--- src/sv/wpir_pkg.sv ---
// ----------------------------------------------------------------------------
// wpir_pkg: shared types and constants
// Payload structs, op codes, register indexes, controller states and the
// command/status bundles for the windowed peak intensity rank block.
// ----------------------------------------------------------------------------
`timescale 1ns / 1ps
`default_nettype none

package wpir_pkg;

   localparam int WPIR_MAX_PEAKS = 1024;

   localparam int OP_W       = 2;
   localparam int MZ_W       = 32;
   localparam int INT_W      = 32;
   localparam int IDX_W      = 10;
   localparam int RANK_W     = 10;
   localparam int LVL_W      = 6;
   localparam int HW_W       = 24;
   localparam int CSR_IDX_W  = 2;
   localparam int CSR_DATA_W = 24;

   localparam logic [RANK_W-1:0] RANK_MAX = {RANK_W{1'b1}};
   localparam logic [MZ_W-1:0]   MZ_MAX   = {MZ_W{1'b1}};

   // op codes
   localparam logic [OP_W-1:0] OP_CLEAR = 2'd0;
   localparam logic [OP_W-1:0] OP_LOAD  = 2'd1;
   localparam logic [OP_W-1:0] OP_QUERY = 2'd2;

   // register indexes
   localparam logic [CSR_IDX_W-1:0] CSR_WIN_HALF  = 2'd0;
   localparam logic [CSR_IDX_W-1:0] CSR_LVL_FLOOR = 2'd1;
   localparam logic [CSR_IDX_W-1:0] CSR_LVL_CEIL  = 2'd2;

   localparam logic [HW_W-1:0]  WIN_HALF_RST  = 24'd500000;
   localparam logic [LVL_W-1:0] LVL_FLOOR_RST = 6'd2;
   localparam logic [LVL_W-1:0] LVL_CEIL_RST  = 6'd10;

   typedef struct packed {
      logic [OP_W-1:0]  op;
      logic [MZ_W-1:0]  mz_value;
      logic [INT_W-1:0] intensity;
      logic [IDX_W-1:0] peak_index;
   } req_type;

   typedef struct packed {
      logic              status;
      logic [RANK_W-1:0] rank;
      logic [LVL_W-1:0]  lowest_level;
      logic              has_level;
   } rsp_type;

   typedef enum logic [2:0] {
      ST_IDLE,
      ST_OWN,
      ST_LEFT,
      ST_RIGHT,
      ST_DONE
   } state_type;

   // next neighbor pointer source
   typedef enum logic [2:0] {
      NB_HOLD,
      NB_QIDX,
      NB_DEC,
      NB_INC,
      NB_PINC
   } nb_sel_type;

   typedef struct packed {
      nb_sel_type nb_sel;
      logic       clear_count;
      logic       load_peak;
      logic       start_query;
      logic       capture_own;
      logic       count_rank;
      logic       out_load;
   } cmd_type;

   typedef struct packed {
      logic idx_ok;
      logic p_zero;
      logic p_last;
      logic nb_zero;
      logic nb_last;
      logic below_lo;
      logic above_hi;
      logic out_free;
   } sts_type;

endpackage

`default_nettype wire

--- src/sv/wpir_ctrl.sv ---
// ----------------------------------------------------------------------------
// wpir_ctrl: query sequencer
// Accepts ops and, for a query, walks left and right of the queried peak one
// neighbor per cycle until the window edge or the spectrum edge.
// ----------------------------------------------------------------------------
`timescale 1ns / 1ps
`default_nettype none

module wpir_ctrl import wpir_pkg::*; (
   input  wire logic            clock,
   input  wire logic            reset,
   input  wire logic            req_valid,
   input  wire logic [OP_W-1:0] req_op,
   output logic                 req_ready,
   input  wire sts_type         sts,
   output cmd_type              cmd
);

   state_type state_ff, state_in;

   always_ff @(posedge clock) begin
      if (reset) begin
         state_ff <= ST_IDLE;
      end else begin
         state_ff <= state_in;
      end
   end

   always_comb begin
      state_in  = state_ff;
      req_ready = 1'b0;
      cmd       = '0;
      cmd.nb_sel = NB_HOLD;
      case (state_ff)
         ST_IDLE: begin
            req_ready = 1'b1;
            if (req_valid) begin
               case (req_op)
                  OP_CLEAR: cmd.clear_count = 1'b1;
                  OP_LOAD:  cmd.load_peak   = 1'b1;
                  OP_QUERY: begin
                     cmd.start_query = 1'b1;
                     cmd.nb_sel      = NB_QIDX;
                     state_in        = sts.idx_ok ? ST_OWN : ST_DONE;
                  end
                  default: ;
               endcase
            end
         end
         ST_OWN: begin
            cmd.capture_own = 1'b1;
            if (!sts.p_zero) begin
               cmd.nb_sel = NB_DEC;
               state_in   = ST_LEFT;
            end else if (sts.p_last) begin
               state_in = ST_DONE;
            end else begin
               cmd.nb_sel = NB_PINC;
               state_in   = ST_RIGHT;
            end
         end
         ST_LEFT: begin
            cmd.count_rank = !sts.below_lo;
            if (!sts.below_lo && !sts.nb_zero) begin
               cmd.nb_sel = NB_DEC;
            end else if (sts.p_last) begin
               state_in = ST_DONE;
            end else begin
               cmd.nb_sel = NB_PINC;
               state_in   = ST_RIGHT;
            end
         end
         ST_RIGHT: begin
            cmd.count_rank = !sts.above_hi;
            if (sts.above_hi || sts.nb_last) begin
               state_in = ST_DONE;
            end else begin
               cmd.nb_sel = NB_INC;
            end
         end
         ST_DONE: begin
            if (sts.out_free) begin
               cmd.out_load = 1'b1;
               state_in     = ST_IDLE;
            end
         end
         default: state_in = ST_IDLE;
      endcase
   end

endmodule

`default_nettype wire

--- config.mk ---
export PLATFORM = sky130hd
export DESIGN_NAME = wpir_ctrl
export DESIGN_NICKNAME = d
export VERILOG_FILES = /design/src/sv/wpir_pkg.sv /design/src/sv/wpir_ctrl.sv
export SDC_FILE = /design/constraint.sdc
export NUM_CORES = 1
export LEC_CHECK = 0
export BUFFER_PORTS_ARGS = -buffer_cell sky130_fd_sc_hd__buf_2
export CAP_MARGIN = 20
export CORE_MARGIN = 2
export CORE_UTILIZATION = 24
export DETAILED_ROUTE_END_ITERATION = 12
export PLACE_DENSITY = 0.55
export SYNTH_ARGS = -nofsm -noshare
export SYNTH_HDL_FRONTEND = slang
export SYNTH_SLANG_ARGS = --single-unit
--- constraint.sdc ---
create_clock -name clock -period 1 [get_ports clock]
set_input_delay 0.05 -clock clock [delete_from_list [all_inputs] [get_ports clock]]
set_output_delay 0.05 -clock clock [all_outputs]
set_load 0.02 [all_outputs]
### Word-level counts from Yosys, hierarchy flattened

Cells that the tools add are included.

| word-level totals | value |
|---|---|
| bits in registers | 3 |
| bits of input ports | 13 |
| output and inout port bits | 10 |

| cells by class | value |
|---|---|
| equal/unequal tests | 11 |
| multiplexer cells | 25 |
| reductions and logical operators | 8 |

Operator list:

| kind | number |
|---|---|
| 3-bit 2-to-1 mux | 12 |
| 3-bit one-hot mux with 5 select lines | 1 |
| 3-bit one-hot mux with 4 select lines | 1 |
| 1-bit 2-to-1 mux | 8 |
| 2-bit inequality test, second input constant | 4 |
| 3-bit by 2-bit equality test with 1-bit output, second input constant | 2 |
| 5-bit AND reduction | 1 |
| 4-bit 2-to-1 mux | 1 |
| 3-bit by 1-bit equality test with 1-bit output, second input constant | 1 |
| 3-bit equality test, second input constant | 1 |
| 1-bit logical NOT | 3 |
| 3-bit logical NOT | 1 |
| 2-bit by 1-bit equality test with 1-bit output, second input constant | 1 |
| 2-bit equality test, second input constant | 1 |
| 2-bit logical NOT | 1 |
| 2-bit 2-to-1 mux | 1 |
| 2-bit by 1-bit inequality test with 1-bit output, second input constant | 1 |
| 1-bit one-hot mux with 2 select lines | 1 |
| 1-bit logical AND | 1 |
| 1-bit logical OR | 1 |

### Depth between registers and ports, before layout

Gate-level depths: netlist of run 1.

| depth | value |
|---|---|
| depth in word-level cells | 4 |
| depth in mapped cells | 5 |

### Worst setup path before layout of run 1

Ideal clock, no wire load.

| timing path | value |
|---|---|
| kind | register to output |
| start | register state_ff[0] |
| end | output cmd[4] (netlist name) |
| arrival | 1339 ps |
| data required time | 950 ps |
| setup slack | -389 ps |
| cell stages (with the launch flop) | 4 |
| buffers on the path | 1 |
| cells stage by stage | dfxtp_1 buf_6 or3_4 nor3_1 |

RTL lines:

| what | RTL line | RTL |
|---|---|---|
| from (decl) | wpir_ctrl.sv:19 | `state_type state_ff, state_in;` |
| from (signal assigned) | wpir_ctrl.sv:25 | `state_ff <= state_in;` |
| to (decl) | wpir_ctrl.sv:16 | `output cmd_type cmd` |

==> flow_metrics.env, run 1 <==
export IMPL_status="finished, violations left"
export IMPL_failed_checks="setup timing"
export IMPL_grt_max_degree=11
export IMPL_drc=0
export IMPL_timing_slew_headroom_pct=78.6
export IMPL_top_register="state_ff"
export IMPL_grt_antenna_before_repair=0
export IMPL_place_hpwl_um=844
export IMPL_cp_buffers_inverters=1
export IMPL_clk_latency_ns=0.23
export IMPL_ir_worst_vdd_uv=592
export IMPL_powerDensity_mw_per_mm2=846
export IMPL_cts_max_level=1
export IMPL_critical_path_class="reg -> out"
export IMPL_min_path_type="in -> reg"
export IMPL_tns_ns=-4.01
export IMPL_total_power_mw=0.646
export IMPL_start_util_pct=25.2
export IMPL_dieArea_sq_mm=0.00187
export IMPL_synth_most_common_cell="nor2_1"
export IMPL_reg_top3="state_ff (3)"
export IMPL_cts_tree="yes"
export IMPL_post_route_period_util_pct=143
export IMPL_place_port_buffers=22
export IMPL_synth_top_area_share_pct=16.2
export IMPL_slew_violations=0
export IMPL_synth_common_cells="nor2_1 (6), a21oi_1 (4), nand2_1 (4)"
export IMPL_post_synth_top_area_cell="dfxtp_1"
export IMPL_globalRouteTotalUtil_pct=14.1
export IMPL_vias=510
export IMPL_syn_to_final_growth_pct=106
export IMPL_avgRoutedWirePerCell_um=12.7
export IMPL_row_count=14
export IMPL_drive_gt1_share_pct=69.0
export IMPL_period_needed_ns=1.43
export IMPL_fp_dieH_um=43.3
export IMPL_grt_pass1_wl_um=1930
export IMPL_synth_edf_count=0
export IMPL_clock_skew_ns=0.00192
export IMPL_hold_buffers=0
export IMPL_cts_buffers=3
export IMPL_ys_warn_count=0
export IMPL_leakage_nw=0.327
export IMPL_rsz0062_at_grt="yes"
export IMPL_first_pass_iters=4
export IMPL_gp_congestion=0.761
export IMPL_synth_area_leaders="dfxtp_1 (16%), nor4b_4 (6.4%), buf_6 (6.1%)"
export IMPL_startpoint_type="flip-flop"
export IMPL_ys_types=30
export IMPL_cp_data_required_time_ns=0.95
export IMPL_cp_max_fo=10
export IMPL_fp_coreArea_sq_mm=0.00147
export IMPL_synth_ff_type="dfxtp_1"
export IMPL_max_freq_ghz=0.699
export IMPL_fin_ws_ns=-0.430
export IMPL_ys_ff_latch=3
export IMPL_antenna_diode_count=0
export IMPL_synth_seq_area_share_pct=16.2
export IMPL_syn_inst=50
export IMPL_syn_num_nets=63
export IMPL_clock_root_buffer="clkbuf_4"
export IMPL_hold_violations=0
export IMPL_cts_num_sinks=3
export IMPL_nNetsFinal=101
export IMPL_avgSynthCellArea_sq_um=7.41
export IMPL_grt_pass1_vias=466
export IMPL_clock_path_buffers=2
export IMPL_cpMaxStageDelayCell="or3_4"
export IMPL_netlist_area_sq_um=370
export IMPL_clk_pin_slew_ns=0.04
export IMPL_viasPerCell=4.95
export IMPL_synthArstFlopShare_pct=0
export IMPL_drv_cap=0
export IMPL_final_antenna_net_count=0
export IMPL_worstMarginPinSlew_ns=0.319
export IMPL_cp_end_kind="output port"
export IMPL_max_stage_delay_ns=0.39
export IMPL_overflow=0
export IMPL_n_fill_cell=146
export IMPL_crit_path_cell_trace="or3_4 -> nor4b_4 -> buf_4"
export IMPL_wirelength_um=1310
export IMPL_path_delay_family="simple AND/OR/NAND/NOR gates"
export IMPL_arrival_ns=1.38
export IMPL_drt_initial_drc_count=13
export IMPL_largest_reg_flops=3
export IMPL_setup_viol=13
export IMPL_die_width_um=43.3
export IMPL_io_pins=23
## power by group
group	internal, mW	switching, mW
logic	0.155	0.142
clock network	0.150	0.0633
registers	0.124	0.0110
## worst paths after layout
path / cells after the start / to / slack (ns) / start
min: 2 / state_ff[1] / 0.02 / reset
max: 3 / cmd[5] / -0.43 / state_ff[1]
min reg2reg: 3 / state_ff[0] / 0.74 / state_ff[0]
max reg2reg: 6 / state_ff[1] / -0.27 / state_ff[0]
## layout make-up
cell class | instances | area [sq um] | share of cell area (%)
clock buffer | 4 | 26.3 | 3.44
inverter | 1 | 3.75 | 0.492
multi-input combinational | 43 | 365 | 47.9
sequential | 3 | 68.8 | 9.02
tap | 16 | 20.0 | 2.62
timing repair buffer | 36 | 279 | 36.6
## timing repair
| item | in CTS | in global routing |
|---|---|---|
| gates resized for setup | 31 | 12 |
| endpoints found under the setup margin | 13 | 13 |
| buffers inserted | 3 | 1 |
| pin swaps | 7 | 4 |
## layer usage
metal	vias to the layer above	wire length (um)	GRT usage, %
li1	256	-	-
met1	236	561	15.1
met2	16	673	23.6
met3	2	63	5.11
met4	0	7	7.88
met5	-	0	0
## cell usage in the layout, fill, tap and decap left out, types with 3 or more instances in the layout
cell and n:
buf_2 13, buf_4 12, a21oi_1 3, clkbuf_4 3, nand2_1 4, nor2_1 3, buf_6 11, nand2b_1 3
## cells by family (layout without fill, tap and decap cells)
group | after synthesis | in the layout | share of synthesized area (%)
simple gates | 27 | 27 | 45.3
compound gates | 14 | 14 | 24.3
buf+inv | 4 | 41 | 9.12
flops | 3 | 3 | 16.2
xor+xnor | 1 | 1 | 2.37
mux | 1 | 1 | 2.70
## per-stage QoR
step / util (%) / setup WS [ns] / hold WS (ns) / area, sq um / std cells
floorplan: - / -0.274 / 0.112 / 385 / 50
global route: 51.9 / -0.476 / 0.0129 / 763 / 103
finish: 51.9 / -0.430 / 0.0200 / 763 / 103
global placement: 37.8 / -0.235 / 0.261 / 557 / 95
detailed placement: 37.8 / -0.240 / 0.261 / 557 / 95
CTS: 48.5 / -0.437 / 0.0140 / 713 / 102
Power figures use the tool's default switching activity.
==> inputs of run 2 (changes only) <==
--- a/config.mk
+++ b/config.mk
@@ -10,7 +10,7 @@
 export CORE_MARGIN = 2
 export CORE_UTILIZATION = 24
 export DETAILED_ROUTE_END_ITERATION = 12
-export PLACE_DENSITY = 0.55
+export PLACE_DENSITY = 0.52
 export SYNTH_ARGS = -nofsm -noshare
 export SYNTH_HDL_FRONTEND = slang
 export SYNTH_SLANG_ARGS = --single-unit
==> flow_metrics.env, run 2 (synthesis gave the netlist of run 1 again) <==
export IMPL_n_fill_cell=156
export IMPL_fin_ws_ns=-0.435
export IMPL_top_register="state_ff"
export IMPL_clock_skew_ns=0.00658
export IMPL_final_antenna_net_count=0
export IMPL_avgRoutedWirePerCell_um=12.1
export IMPL_seq_area_sq_um=68.8
export IMPL_grt_antenna_before_repair=0
export IMPL_post_route_period_util_pct=143
export IMPL_drive_gt1_share_pct=69.0
export IMPL_multi_input_area_sq_um=353
export IMPL_drv_cap=0
export IMPL_row_count=14
export IMPL_grt_pass1_vias=476
export IMPL_layout_common_cells="buf_4 (18), buf_2 (13), nor2_1 (5), buf_6 (5)"
export IMPL_hold_violations=0
export IMPL_clock_root_buffer="clkbuf_4"
export IMPL_cp_max_fo=5
export IMPL_grt_max_degree=11
export IMPL_wirelength_um=1250
export IMPL_period_needed_ns=1.43
export IMPL_vias=509
export IMPL_min_path_type="in -> reg"
export IMPL_fp_dieH_um=43.3
export IMPL_drt_initial_drc_count=3
export IMPL_status="finished, violations left"
export IMPL_antenna_diode_count=0
export IMPL_cts_num_sinks=3
export IMPL_fp_coreArea_sq_mm=0.00147
export IMPL_ir_worst_vdd_uv=516
export IMPL_cp_end_kind="output port"
export IMPL_combPwrFrac_pct=43.8
export IMPL_place_port_buffers=22
export IMPL_cts_buffers=3
export IMPL_place_hpwl_um=891
export IMPL_switchingPower_mw=0.210
export IMPL_overflow=0
export IMPL_holdCritStartpoint="reset"
export IMPL_failed_checks="setup timing"
export IMPL_nNetsFinal=101
export IMPL_cts_max_level=1
export IMPL_final_util_pct=49.5
export IMPL_powerDensity_mw_per_mm2=856
export IMPL_startpoint="state_ff[0]"
export IMPL_layout_commonest_cell="buf_4"
export IMPL_clk_latency_ns=0.24
export IMPL_critical_path_class="reg -> out"
export IMPL_clkPwrFrac_pct=34.6
export IMPL_io_pins=23
export IMPL_power_internal_mw=0.413
export IMPL_globalRouteTotalUtil_pct=14.2
export IMPL_drc=0
export IMPL_clock_path_buffers=2
export IMPL_cts_tree="yes"
export IMPL_startpoint_type="flip-flop"
export IMPL_max_freq_ghz=0.697
export IMPL_largest_reg_flops=3
export IMPL_slew_violations=0
export IMPL_reg_top3="state_ff (3)"
export IMPL_gp_congestion=0.770
export IMPL_first_pass_iters=4
export IMPL_swShare_pct=33.7
export IMPL_cp_data_required_time_ns=0.95
export IMPL_rsz0062_at_grt="yes"
export IMPL_die_width_um=43.3
export IMPL_dieArea_sq_mm=0.00187
export IMPL_leakage_nw=0.329
export IMPL_setup_viol=13
export IMPL_timing_slew_headroom_pct=80.3
export IMPL_rr_startpoint="state_ff[0]"
export IMPL_grt_pass1_wl_um=1940
export IMPL_viasPerCell=4.94
export IMPL_seq_power_share_pct=21.6
export IMPL_syn_to_final_growth_pct=96.6
export IMPL_worstMarginPinSlew_ns=0.292
export IMPL_clk_pin_slew_ns=0.04
export IMPL_start_util_pct=25.2
export IMPL_post_place_ws_ns=-0.240
export IMPL_arrival_ns=1.38
[run 2: cell types whose count changed in the layout (fill, tap and decap cells not counted), moves of 2 or more]
cell,before,now
buf_4,12,18
nand2_1,4,2
buf_6,11,5
nand2_2,0,2
a21oi_2,0,2
nor2_1,3,5
[run 2: power groups by stage]
stage / registers, mW / clock network, mW / logic (mW)
after floorplan: 0.132 / 0 / 0.128
after global placement: 0.138 / 0 / 0.203
after detailed placement: 0.138 / 0 / 0.203
after CTS: 0.134 / 0.228 / 0.254
after global routing: 0.135 / 0.237 / 0.290
final: 0.135 / 0.216 / 0.273
[run 2: stage by stage]
stage | area (sq um) | std cells | power, mW | TNS, ns | hold WS [ns]
finish | 728 | 103 | 0.623 | -4.02 | 0.0271
global route | 728 | 103 | 0.663 | -4.68 | 0.0295
floorplan | 385 | 50 | 0.259 | -1.29 | 0.112
CTS | 684 | 101 | 0.615 | -3.86 | 0.00947
global placement | 542 | 93 | 0.341 | -1.52 | 0.254
detailed placement | 542 | 93 | 0.341 | -1.53 | 0.262
[run 2: area by class of cell]
class | instances | area share [%]
tap | 16 | 2.75
timing repair buffer | 36 | 35.2
inverter | 1 | 0.515
multi-input combinational | 43 | 48.5
sequential | 3 | 9.45
clock buffer | 4 | 3.61
[run 2: timing repair]
action,4_1_cts,5_1_grt
gates resized for setup,27,8
hold buffers,0,0
buffers inserted,4,2
pin swaps,7,7
setup endpoints to repair,13,13
[run 2: metal layers]
| layer | global-route usage, % | up-vias | part of all wire [%] |
|---|---|---|---|
| met5 | 0 | - | 0 |
| met4 | 10.9 | 0 | 0.56 |
| met3 | 2.13 | 2 | 7.7 |
| met2 | 22.1 | 19 | 50 |
| met1 | 17.1 | 234 | 41 |
| li1 | - | 254 | - |
[run 2: worst paths after layout]
| check | slack (ns) | cells after the start | to |
|---|---|---|---|
| hold reg to reg | 0.65 | 3 | state_ff[2] |
| setup reg to reg | -0.30 | 6 | state_ff[2] |
| hold / removal | 0.03 | 2 | state_ff[0] |
| setup / recovery | -0.43 | 3 | cmd[5] |
[run 2: worst max-delay path: stages, from the launching register on]
cell	delay, ns
dfxtp_4	0.35
or3_4	0.41
nor4b_4	0.21
buf_4	0.17
